### config.mk
export PLATFORM = sky130hd
export DESIGN_NAME = top_k_frequent_values_unit
export DESIGN_NICKNAME = d
export VERILOG_FILES = /design/src/tkfv_pkg.sv /design/src/tkfv_front.sv /design/src/tkfv_engine.sv /design/src/top_k_frequent_values_unit.sv
export VERILOG_INCLUDE_DIRS = /design/src /design/src/src
export SDC_FILE = /design/constraint.sdc
export NUM_CORES = 2
export LEC_CHECK = 0
export BUFFER_PORTS_ARGS = -buffer_cell sky130_fd_sc_hd__buf_2
export CAP_MARGIN = 20
export CORE_MARGIN = 1
export CORE_UTILIZATION = 25
export CTS_BUF_LIST = sky130_fd_sc_hd__clkbuf_8
export CTS_CLUSTER_SIZE = 14
export DETAILED_ROUTE_END_ITERATION = 10
export PLACE_DENSITY_LB_ADDON = 0.08
export SYNTH_ARGS = -nofsm -noshare
export SYNTH_HDL_FRONTEND = slang
export SYNTH_SLANG_ARGS = --single-unit
### constraint.sdc
create_clock -name clk -period 10.92 [get_ports clk]
set_input_delay 0.546 -clock clk [delete_from_list [all_inputs] [get_ports clk]]
set_output_delay 0.546 -clock clk [all_outputs]
set_load 0.02 [all_outputs]
### src/top_k_frequent_values_unit_assert.svh
// ----------------------------------------------------------------------------
// top_k_frequent_values_unit_assert.svh
// assertion macros for the top-k frequency counter, empty for synthesis
// ----------------------------------------------------------------------------
`ifndef TOP_K_FREQUENT_VALUES_UNIT_ASSERT_SVH
`define TOP_K_FREQUENT_VALUES_UNIT_ASSERT_SVH

`ifndef SYNTHESIS

`define TKFV_ASSERT_ALWAYS(label, clk, rst, cond) \
  label: assert property (@(posedge clk) disable iff (rst) (cond)) \
    else $error("assertion failed");

`define TKFV_ASSERT_IMPLIES(label, clk, rst, ante, cons) \
  label: assert property (@(posedge clk) disable iff (rst) (ante) |-> (cons)) \
    else $error("assertion failed");

`define TKFV_ASSERT_NEXT(label, clk, rst, ante, cons) \
  label: assert property (@(posedge clk) disable iff (rst) (ante) |=> (cons)) \
    else $error("assertion failed");

`else

`define TKFV_ASSERT_ALWAYS(label, clk, rst, cond)
`define TKFV_ASSERT_IMPLIES(label, clk, rst, ante, cons)
`define TKFV_ASSERT_NEXT(label, clk, rst, ante, cons)

`endif

`endif

### src/tkfv_pkg.sv
// ----------------------------------------------------------------------------
// tkfv_pkg
// shared types and constants of the top-k frequency counter
// ----------------------------------------------------------------------------
`timescale 1ns / 1ps

package tkfv_pkg;

  localparam int TABLE_DEPTH_DEF = 64;
  localparam int VALUE_BITS_DEF  = 16;
  localparam int COUNT_BITS_DEF  = 16;

  localparam int VALUE_PORT_W = 16;
  localparam int COUNT_PORT_W = 16;
  localparam int TOP_W        = 7;
  localparam int WIDE_W       = 48;

  typedef struct packed {
    logic valid;
    logic set_end;
  } head_t;

  typedef enum logic [1:0] {
    S_LOOK,
    S_UPD,
    S_SCAN,
    S_EMIT
  } state_t;

endpackage

### src/tkfv_front.sv
// ----------------------------------------------------------------------------
// tkfv_front
// input side: masks each value and holds items in a two-entry queue
// ----------------------------------------------------------------------------
`timescale 1ns / 1ps

module tkfv_front #(
  parameter int VALUE_BITS = tkfv_pkg::VALUE_BITS_DEF
) (
  input  logic                              clk,
  input  logic                              rst,
  input  logic                              in_valid,
  output logic                              in_ready,
  input  logic [tkfv_pkg::VALUE_PORT_W-1:0] value,
  input  logic                              set_end,
  output tkfv_pkg::head_t                   head,
  output logic [VALUE_BITS-1:0]             head_value,
  input  logic                              pop
);
  import tkfv_pkg::*;

  logic [VALUE_BITS-1:0] slot_value [2];
  logic                  slot_end   [2];
  logic                  wr_ptr;
  logic                  rd_ptr;
  logic [1:0]            fill;
  logic [WIDE_W-1:0]     value_wide;
  logic                  push;

  assign value_wide = WIDE_W'(value);
  assign in_ready   = (fill != 2'd2);
  assign push       = in_valid && in_ready;

  assign head.valid   = (fill != 2'd0);
  assign head.set_end = slot_end[rd_ptr];
  assign head_value   = slot_value[rd_ptr];

  always_ff @(posedge clk) begin
    if (push) begin
      slot_value[wr_ptr] <= value_wide[VALUE_BITS-1:0];
      slot_end[wr_ptr]   <= set_end;
    end
  end

  always_ff @(posedge clk) begin
    if (rst) begin
      wr_ptr <= 1'b0;
      rd_ptr <= 1'b0;
      fill   <= 2'd0;
    end else begin
      if (push) begin
        wr_ptr <= ~wr_ptr;
      end
      if (pop) begin
        rd_ptr <= ~rd_ptr;
      end
      if (push && !pop) begin
        fill <= fill + 2'd1;
      end else if (pop && !push) begin
        fill <= fill - 2'd1;
      end
    end
  end

endmodule

### src/tkfv_engine.sv
// ----------------------------------------------------------------------------
// tkfv_engine
// tag table with counts, count update, and repeated max scan for reporting
// ----------------------------------------------------------------------------
`timescale 1ns / 1ps
`include "top_k_frequent_values_unit_assert.svh"

module tkfv_engine #(
  parameter int TABLE_DEPTH = tkfv_pkg::TABLE_DEPTH_DEF,
  parameter int VALUE_BITS  = tkfv_pkg::VALUE_BITS_DEF,
  parameter int COUNT_BITS  = tkfv_pkg::COUNT_BITS_DEF
) (
  input  logic                                   clk,
  input  logic                                   rst,
  input  tkfv_pkg::head_t                        head,
  input  logic [VALUE_BITS-1:0]                  head_value,
  output logic                                   pop,
  input  logic [$clog2(TABLE_DEPTH+1)-1:0]       limit,
  output logic                                   out_valid,
  input  logic                                   out_ready,
  output logic [tkfv_pkg::VALUE_PORT_W-1:0]      top_value,
  output logic [tkfv_pkg::COUNT_PORT_W-1:0]      occurrences,
  output logic                                   table_overflow,
  output logic                                   final_result
);
  import tkfv_pkg::*;

  localparam int TW = $clog2(TABLE_DEPTH + 1);
  localparam int IW = $clog2(TABLE_DEPTH);
  localparam int EW = VALUE_BITS + COUNT_BITS;

  state_t state;
  state_t state_next;

  // tag cells, one compare each
  logic [VALUE_BITS-1:0] cam [TABLE_DEPTH];
  // value and count pairs
  logic [EW-1:0]         ram [TABLE_DEPTH];
  logic [EW-1:0]         rd_data;

  logic [TW-1:0]         total;
  logic                  overflow;

  logic                  hit_any;
  logic [IW-1:0]         hit_idx;
  logic                  hit_r;
  logic [IW-1:0]         hit_idx_r;

  logic [TW-1:0]         scan_idx;
  logic                  pend;
  logic [IW-1:0]         pend_idx;
  logic [TABLE_DEPTH-1:0] taken;
  logic                  best_valid;
  logic [VALUE_BITS-1:0] best_val;
  logic [COUNT_BITS-1:0] best_cnt;
  logic [IW-1:0]         best_idx;
  logic [IW-1:0]         round;
  logic [TW-1:0]         emit_num;
  logic                  last_round;

  logic                  rd_en_scan;
  logic [IW-1:0]         rd_addr;
  logic                  wr_en;
  logic [IW-1:0]         wr_addr;
  logic [EW-1:0]         wr_data;
  logic                  cam_we;
  logic                  out_load;
  logic                  table_full;
  logic [COUNT_BITS-1:0] rd_cnt;
  logic [VALUE_BITS-1:0] rd_val;
  logic [COUNT_BITS-1:0] cnt_inc;
  logic                  better;
  logic [WIDE_W-1:0]     val_wide;
  logic [WIDE_W-1:0]     cnt_wide;

  assign rd_cnt     = rd_data[COUNT_BITS-1:0];
  assign rd_val     = rd_data[EW-1:COUNT_BITS];
  assign cnt_inc    = (rd_cnt == {COUNT_BITS{1'b1}}) ? rd_cnt : rd_cnt + COUNT_BITS'(1);
  assign table_full = (total == TW'(TABLE_DEPTH));
  assign emit_num   = (limit < total) ? limit : total;
  assign last_round = ((TW'(round) + TW'(1)) == emit_num);
  assign better     = pend && !taken[pend_idx] && (!best_valid || rd_cnt > best_cnt);
  assign val_wide   = WIDE_W'(best_val);
  assign cnt_wide   = WIDE_W'(best_cnt);

  always_comb begin
    hit_any = 1'b0;
    hit_idx = '0;
    for (int i = 0; i < TABLE_DEPTH; i++) begin
      if ((TW'(i) < total) && (cam[i] == head_value)) begin
        hit_any = 1'b1;
        hit_idx = hit_idx | IW'(i);
      end
    end
  end

  always_comb begin
    state_next = state;
    unique case (state)
      S_LOOK: begin
        if (head.valid) begin
          state_next = S_UPD;
        end
      end
      S_UPD: begin
        state_next = head.set_end ? S_SCAN : S_LOOK;
      end
      S_SCAN: begin
        if (!rd_en_scan && !pend) begin
          state_next = S_EMIT;
        end
      end
      S_EMIT: begin
        if (out_load) begin
          state_next = last_round ? S_LOOK : S_SCAN;
        end
      end
    endcase
  end

  always_comb begin
    pop        = 1'b0;
    rd_en_scan = 1'b0;
    rd_addr    = hit_idx;
    wr_en      = 1'b0;
    wr_addr    = hit_idx_r;
    wr_data    = {head_value, cnt_inc};
    cam_we     = 1'b0;
    out_load   = 1'b0;
    unique case (state)
      S_LOOK: begin
        rd_addr = hit_idx;
      end
      S_UPD: begin
        pop = 1'b1;
        if (hit_r) begin
          wr_en = 1'b1;
        end else if (!table_full) begin
          wr_en   = 1'b1;
          cam_we  = 1'b1;
          wr_addr = total[IW-1:0];
          wr_data = {head_value, COUNT_BITS'(1)};
        end
      end
      S_SCAN: begin
        rd_en_scan = (scan_idx < total);
        rd_addr    = scan_idx[IW-1:0];
      end
      S_EMIT: begin
        out_load = !out_valid || out_ready;
      end
    endcase
  end

  always_ff @(posedge clk) begin
    if (wr_en) begin
      ram[wr_addr] <= wr_data;
    end
    rd_data <= ram[rd_addr];
  end

  always_ff @(posedge clk) begin
    if (cam_we) begin
      cam[wr_addr] <= head_value;
    end
  end

  // lookup and scan bookkeeping
  always_ff @(posedge clk) begin
    if (state == S_LOOK) begin
      hit_r     <= hit_any;
      hit_idx_r <= hit_idx;
    end
    if (state == S_UPD) begin
      taken <= '0;
      round <= '0;
    end
    if (rd_en_scan) begin
      pend_idx <= scan_idx[IW-1:0];
    end
    if (better) begin
      best_val <= rd_val;
      best_cnt <= rd_cnt;
      best_idx <= pend_idx;
    end
    if (out_load) begin
      taken[best_idx] <= 1'b1;
      round           <= round + IW'(1);
      top_value       <= val_wide[VALUE_PORT_W-1:0];
      occurrences     <= cnt_wide[COUNT_PORT_W-1:0];
      table_overflow  <= overflow;
      final_result    <= last_round;
    end
  end

  always_ff @(posedge clk) begin
    if (rst) begin
      state      <= S_LOOK;
      total      <= '0;
      overflow   <= 1'b0;
      scan_idx   <= '0;
      pend       <= 1'b0;
      best_valid <= 1'b0;
      out_valid  <= 1'b0;
    end else begin
      state <= state_next;
      pend  <= rd_en_scan;
      if (out_load) begin
        out_valid <= 1'b1;
      end else if (out_ready) begin
        out_valid <= 1'b0;
      end
      unique case (state)
        S_LOOK: begin
        end
        S_UPD: begin
          scan_idx   <= '0;
          best_valid <= 1'b0;
          if (!hit_r) begin
            if (!table_full) begin
              total <= total + TW'(1);
            end else begin
              overflow <= 1'b1;
            end
          end
        end
        S_SCAN: begin
          if (rd_en_scan) begin
            scan_idx <= scan_idx + TW'(1);
          end
          if (better) begin
            best_valid <= 1'b1;
          end
        end
        S_EMIT: begin
          if (out_load) begin
            scan_idx   <= '0;
            best_valid <= 1'b0;
            if (last_round) begin
              total    <= '0;
              overflow <= 1'b0;
            end
          end
        end
      endcase
    end
  end

  `TKFV_ASSERT_ALWAYS(a_total_bound, clk, rst, total <= TW'(TABLE_DEPTH))
  `TKFV_ASSERT_IMPLIES(a_overflow_full, clk, rst, overflow, table_full)
  `TKFV_ASSERT_IMPLIES(a_pop_in_update, clk, rst, pop, state == S_UPD && head.valid)
  `TKFV_ASSERT_IMPLIES(a_emit_has_best, clk, rst, out_load, best_valid)
  `TKFV_ASSERT_NEXT(a_final_clears, clk, rst, out_load && last_round, total == '0 && !overflow)

endmodule

### src/top_k_frequent_values_unit.sv
// ----------------------------------------------------------------------------
// top_k_frequent_values_unit
// counts distinct values of a set and reports the most frequent at set end
// ----------------------------------------------------------------------------
//  channel  signals                                          direction
//  cfg      cfg_valid cfg_ready cfg_data                     write, top_count
//  in       in_valid in_ready value set_end                  item in
//  out      out_valid out_ready top_value occurrences
//           table_overflow final_result                      result out
//
//  each item goes through tag compare with count read, then count write
//  at set end each reported value takes one scan of the count memory
//  over the n distinct values, so k scans per set
//  reset clears control state only, no clearing pass over the tables
//  a two-entry input queue and an output register decouple both sides
// ----------------------------------------------------------------------------
`timescale 1ns / 1ps

module top_k_frequent_values_unit #(
  parameter int TABLE_DEPTH = tkfv_pkg::TABLE_DEPTH_DEF,
  parameter int VALUE_BITS  = tkfv_pkg::VALUE_BITS_DEF,
  parameter int COUNT_BITS  = tkfv_pkg::COUNT_BITS_DEF
) (
  input  logic                              clk,
  input  logic                              rst,
  input  logic                              cfg_valid,
  output logic                              cfg_ready,
  input  logic [tkfv_pkg::TOP_W-1:0]        cfg_data,
  input  logic                              in_valid,
  output logic                              in_ready,
  input  logic [tkfv_pkg::VALUE_PORT_W-1:0] value,
  input  logic                              set_end,
  output logic                              out_valid,
  input  logic                              out_ready,
  output logic [tkfv_pkg::VALUE_PORT_W-1:0] top_value,
  output logic [tkfv_pkg::COUNT_PORT_W-1:0] occurrences,
  output logic                              table_overflow,
  output logic                              final_result
);
  import tkfv_pkg::*;

  localparam int TW = $clog2(TABLE_DEPTH + 1);

  logic [TOP_W-1:0]      top_count;
  logic [TW-1:0]         limit;
  head_t                 head;
  logic [VALUE_BITS-1:0] head_value;
  logic                  pop;

  assign cfg_ready = 1'b1;

  always_ff @(posedge clk) begin
    if (rst) begin
      top_count <= TOP_W'(1);
    end else if (cfg_valid && cfg_ready) begin
      top_count <= cfg_data;
    end
  end

  always_comb begin
    priority if (top_count == '0) begin
      limit = TW'(1);
    end else if (top_count > TOP_W'(TABLE_DEPTH)) begin
      limit = TW'(TABLE_DEPTH);
    end else begin
      limit = TW'(top_count);
    end
  end

  tkfv_front #(
    .VALUE_BITS (VALUE_BITS)
  ) u_front (
    .clk        (clk),
    .rst        (rst),
    .in_valid   (in_valid),
    .in_ready   (in_ready),
    .value      (value),
    .set_end    (set_end),
    .head       (head),
    .head_value (head_value),
    .pop        (pop)
  );

  tkfv_engine #(
    .TABLE_DEPTH (TABLE_DEPTH),
    .VALUE_BITS  (VALUE_BITS),
    .COUNT_BITS  (COUNT_BITS)
  ) u_engine (
    .clk            (clk),
    .rst            (rst),
    .head           (head),
    .head_value     (head_value),
    .pop            (pop),
    .limit          (limit),
    .out_valid      (out_valid),
    .out_ready      (out_ready),
    .top_value      (top_value),
    .occurrences    (occurrences),
    .table_overflow (table_overflow),
    .final_result   (final_result)
  );

endmodule
==> results.py <==
metrics = {
    "yosys": {
        "synthTopCellsByArea": "edfxtp_1 (71%), xnor2_1 (5.0%), nand2_1 (4.0%)",
        "yosysSeqAreaShare_pct": 72.96,
        "avgSynthCellArea_um2": 14.95,
        "ys.warnings.count": 0,
        "synth_nets": 9100,
        "synth_cells": 9038,
        "async_flop_share_pct": 0,
        "synth_cell_type_count": 90,
        "ys.flop_type": "edfxtp_1",
        "synth_top_area_share_pct": 71.06,
        "synth-edff-count": 3197,
        "synth.ff_latch_count": 3325,
        "syn_area_um2": 135100,
        "synth_top_area_cell": "edfxtp_1",
    },
    "status": {
        "status": "complete, no violations",
    },
    "die": {
        "boundaryPins": 66,
        "die_h_um": 737.1,
        "start_util_pct": 25.13,
        "core_area_um2": 537500,
        "die_area_um2": 543300,
        "row_count": 269,
        "die_width_um": 737.1,
    },
    "setup_path": {
        "reg2reg_to": "u_engine.rd_data[30]",
        "cp_num_buf_inv": 6,
        "crit_cells": 18,
        "crit_end": "u_engine.rd_data[30]",
        "crit_path_start_kind": "flop",
        "crit_type": "flop to flop",
        "cp_top_family": "buffers and inverters",
        "worstPathMaxFanout": 31,
        "cpPeakStageDelay_ns": 0.82,
        "arrival_ns": 9.08,
        "ff2ff_path_depth": 18,
        "path_common_cell": "buf_4",
        "end_kind": "flop",
        "cpMaxStageDelayCell": "mux2i_4",
        "r2r_slack_ns": 2.86,
        "crit_chain": "buf_4 > mux2i_4 > buf_4 > xnor2_1 > nor3_1 > nand4_1 > o22ai_1 > nor4_2 > nand4_4 > buf_4 > nor4b_1 > a31o_4 > buf_4 > buf_4 > a222oi_1 > a211oi_1 > buf_4 > a221oi_1",
        "required_ns": 11.94,
    },
    "grt": {
        "grt_pass1_vias": 83500,
        "grt_antenna_before_repair": 35,
        "track_usage_pct": 19.74,
        "grt-ovfl-total": 0,
        "grt_max_degree": 123,
        "grt_pass1_wl_um": 744600,
    },
    "clocking": {
        "cts_buffers": 616,
        "cts.path.max_buffers": 4,
        "post_cts_buffers": 0,
        "htreeDepth": 6,
        "tritoncts": "yes",
        "insertion_delay_ns": 1.25,
        "cts-root-buf": "clkbuf_8",
        "clock-sinks": 3325,
        "clkTransAtPathRegs_ns": 0.06,
        "cts_resized": 0,
    },
    "min_path": {
        "hp-class": "input pin to flop",
    },
    "route": {
        "vias": 82830,
        "viasPerCell": 4.792,
        "drc": 0,
        "drt_iter0_markers": 6748,
        "wirelength_um": 552200,
        "avgRoutedWirePerCell_um": 31.95,
        "first_pass_iters": 7,
        "antenna_left": 0,
    },
    "timing": {
        "fmax_ghz": 0.1241,
        "period_share_pct": 73.80,
        "slew_headroom_pct": 17.32,
        "hold_viol": 0,
        "finalMaxSlewViolations": 0,
        "finClkSkew_ns": 0.06597,
        "setup_viol": 0,
        "fin_crit_ns": 8.059,
        "worst_slew_pin_slew_ns": 1.232,
        "rsz0062_at_grt": "no",
        "setup_tns_ns": 0,
    },
    "final_layout": {
        "final_cell_mix": "edfxtp_1 (3,197), nand2_1 (1,420), xnor2_1 (772)",
        "fillCellCount": 54050,
        "layout-drive-gt1-share_pct": 14.36,
        "layout_commonest_cell": "edfxtp_1",
        "final_nets": 9673,
        "area_growth_pct": 16.98,
        "fin_cells": 17290,
        "fin_util_pct": 29.40,
    },
    "job": {
        "max_cap_violations": 0,
    },
    "place": {
        "dp.cells": 16110,
        "gp_congestion": 0.7636,
        "dpl.hpwl_um": 304400,
        "numPortBuffers": 64,
    },
    "pwr": {
        "p_total_mw": 37.78,
        "vdd_drop_max_mv": 0.1879,
        "leakage_nw": 52.78,
        "p_per_area_nw_per_um2": 239.1,
    },
}
[registers in the layout (all words and copies together) (netlist names), 2 cells and up, named ones only]
name	count
u_front.slot_end	2
u_engine.total	7
u_engine.occurrences	16
u_engine.pend_idx	6
u_front.slot_value	32
u_front.fill	2
u_engine.best_val	16
u_engine.hit_idx_r	6
u_engine.top_value	16
u_engine.taken	64
u_engine.rd_data	32
u_engine.best_idx	6
u_engine.state	2
u_engine.scan_idx	7
u_engine.round	6
top_count	7
u_engine.best_cnt	16
u_engine.ram	2048
u_engine.cam	1024
[report_power, final]
group | leakage (nW) | switching, mW | internal, mW
clock network | 6.56 | 5.55 | 5.66
registers | 29.9 | 0.286 | 16.0
logic | 16.4 | 7.86 | 2.42
total | 52.8 | 13.7 | 24.1
[worst register-to-register path: stages (launching register included)]
cell and delay [ns]:
dfxtp_2 0.49, buf_4 0.48, mux2i_4 0.82, buf_4 0.48, xnor2_1 0.17, nor3_1 0.10
nand4_1 0.13, o22ai_1 0.26, nor4_2 0.63, nand4_4 0.63, buf_4 0.52, nor4b_1 0.41
a31o_4 0.42, buf_4 0.58, buf_4 0.54, a222oi_1 0.22, a211oi_1 0.61, buf_4 0.25
a221oi_1 0.10
[per-layer routing]
metal,global-route usage [%],vias up,wire [um]
met2,33.64,2340,267800
met1,26.75,44200,248000
met5,0,-,13
met4,4.799,2,13480
li1,-,35640,-
met3,2.331,656,22880
[worst min-delay path by stage]
stage                                  to                  from  slack [ns]  cells after the start
CTS                        u_front.wr_ptr              in_valid        0.19                      5
detailed placement  u_engine.best_val[10]  u_engine.rd_data[26]        0.40                      0
global placement    u_engine.best_val[10]  u_engine.rd_data[26]        0.39                      0
floorplan            u_engine.best_val[0]  u_engine.rd_data[16]        0.39                      0
global route               u_front.wr_ptr              in_valid        0.33                      5
finish                     u_front.wr_ptr              in_valid        0.36                      5
[layout make-up]
cell class                      instances  area [um2]  area share, %
Antenna cell                           24       60.06        0.03800
Clock buffer                          655        9015          5.705
Clock inverter                        432        2037          1.289
Inverter                               56       290.3         0.1837
Multi-Input combinational cell       5088       34500          21.83
Sequential cell                      3325       98570          62.37
Tap cell                             7181        8985          5.686
Timing Repair Buffer                  524        4577          2.896
[synth_stat cells, types with 158 or more instances]
master	number
clkbuf_1	205
a211oi_1	162
edfxtp_1	3197
buf_2	196
mux2i_1	289
nand3_1	318
a311oi_1	158
xor2_1	271
nor4_1	196
nor2_1	229
nand2_1	1432
xnor2_1	772
[per-stage QoR]
step	setup WS (ns)	area, um2	hold WS, ns
final	2.861	158000	0.3642
after global routing	2.517	158000	0.3262
after CTS	2.623	157900	0.1937
after detailed placement	2.638	146300	0.3955
after global placement	0.8336	146000	0.3887
after floorplan	5.705	135100	0.3855
[cell families (layout without fill, tap and decap cells)]
| kind of cell | count (synthesis) | after routing | synth area share [%] |
|---|---|---|---|
| buf+inv | 625 | 1667 | 2.322 |
| compound gates | 1085 | 1085 | 6.273 |
| simple gates | 2590 | 2590 | 8.646 |
| flops | 3325 | 3325 | 72.96 |
| other cells | 1 | 25 | 0.002776 |
| mux | 336 | 336 | 2.729 |
| xor+xnor | 1043 | 1043 | 6.762 |
| fa+ha+maj | 33 | 33 | 0.3056 |
[repair_timing]
item                                    CTS  global route
endpoints found under the setup margin    0             0
hold buffers                             58             0
endpoints found under the hold margin    76             0
Note: power is estimated with default switching activity, not from simulation.
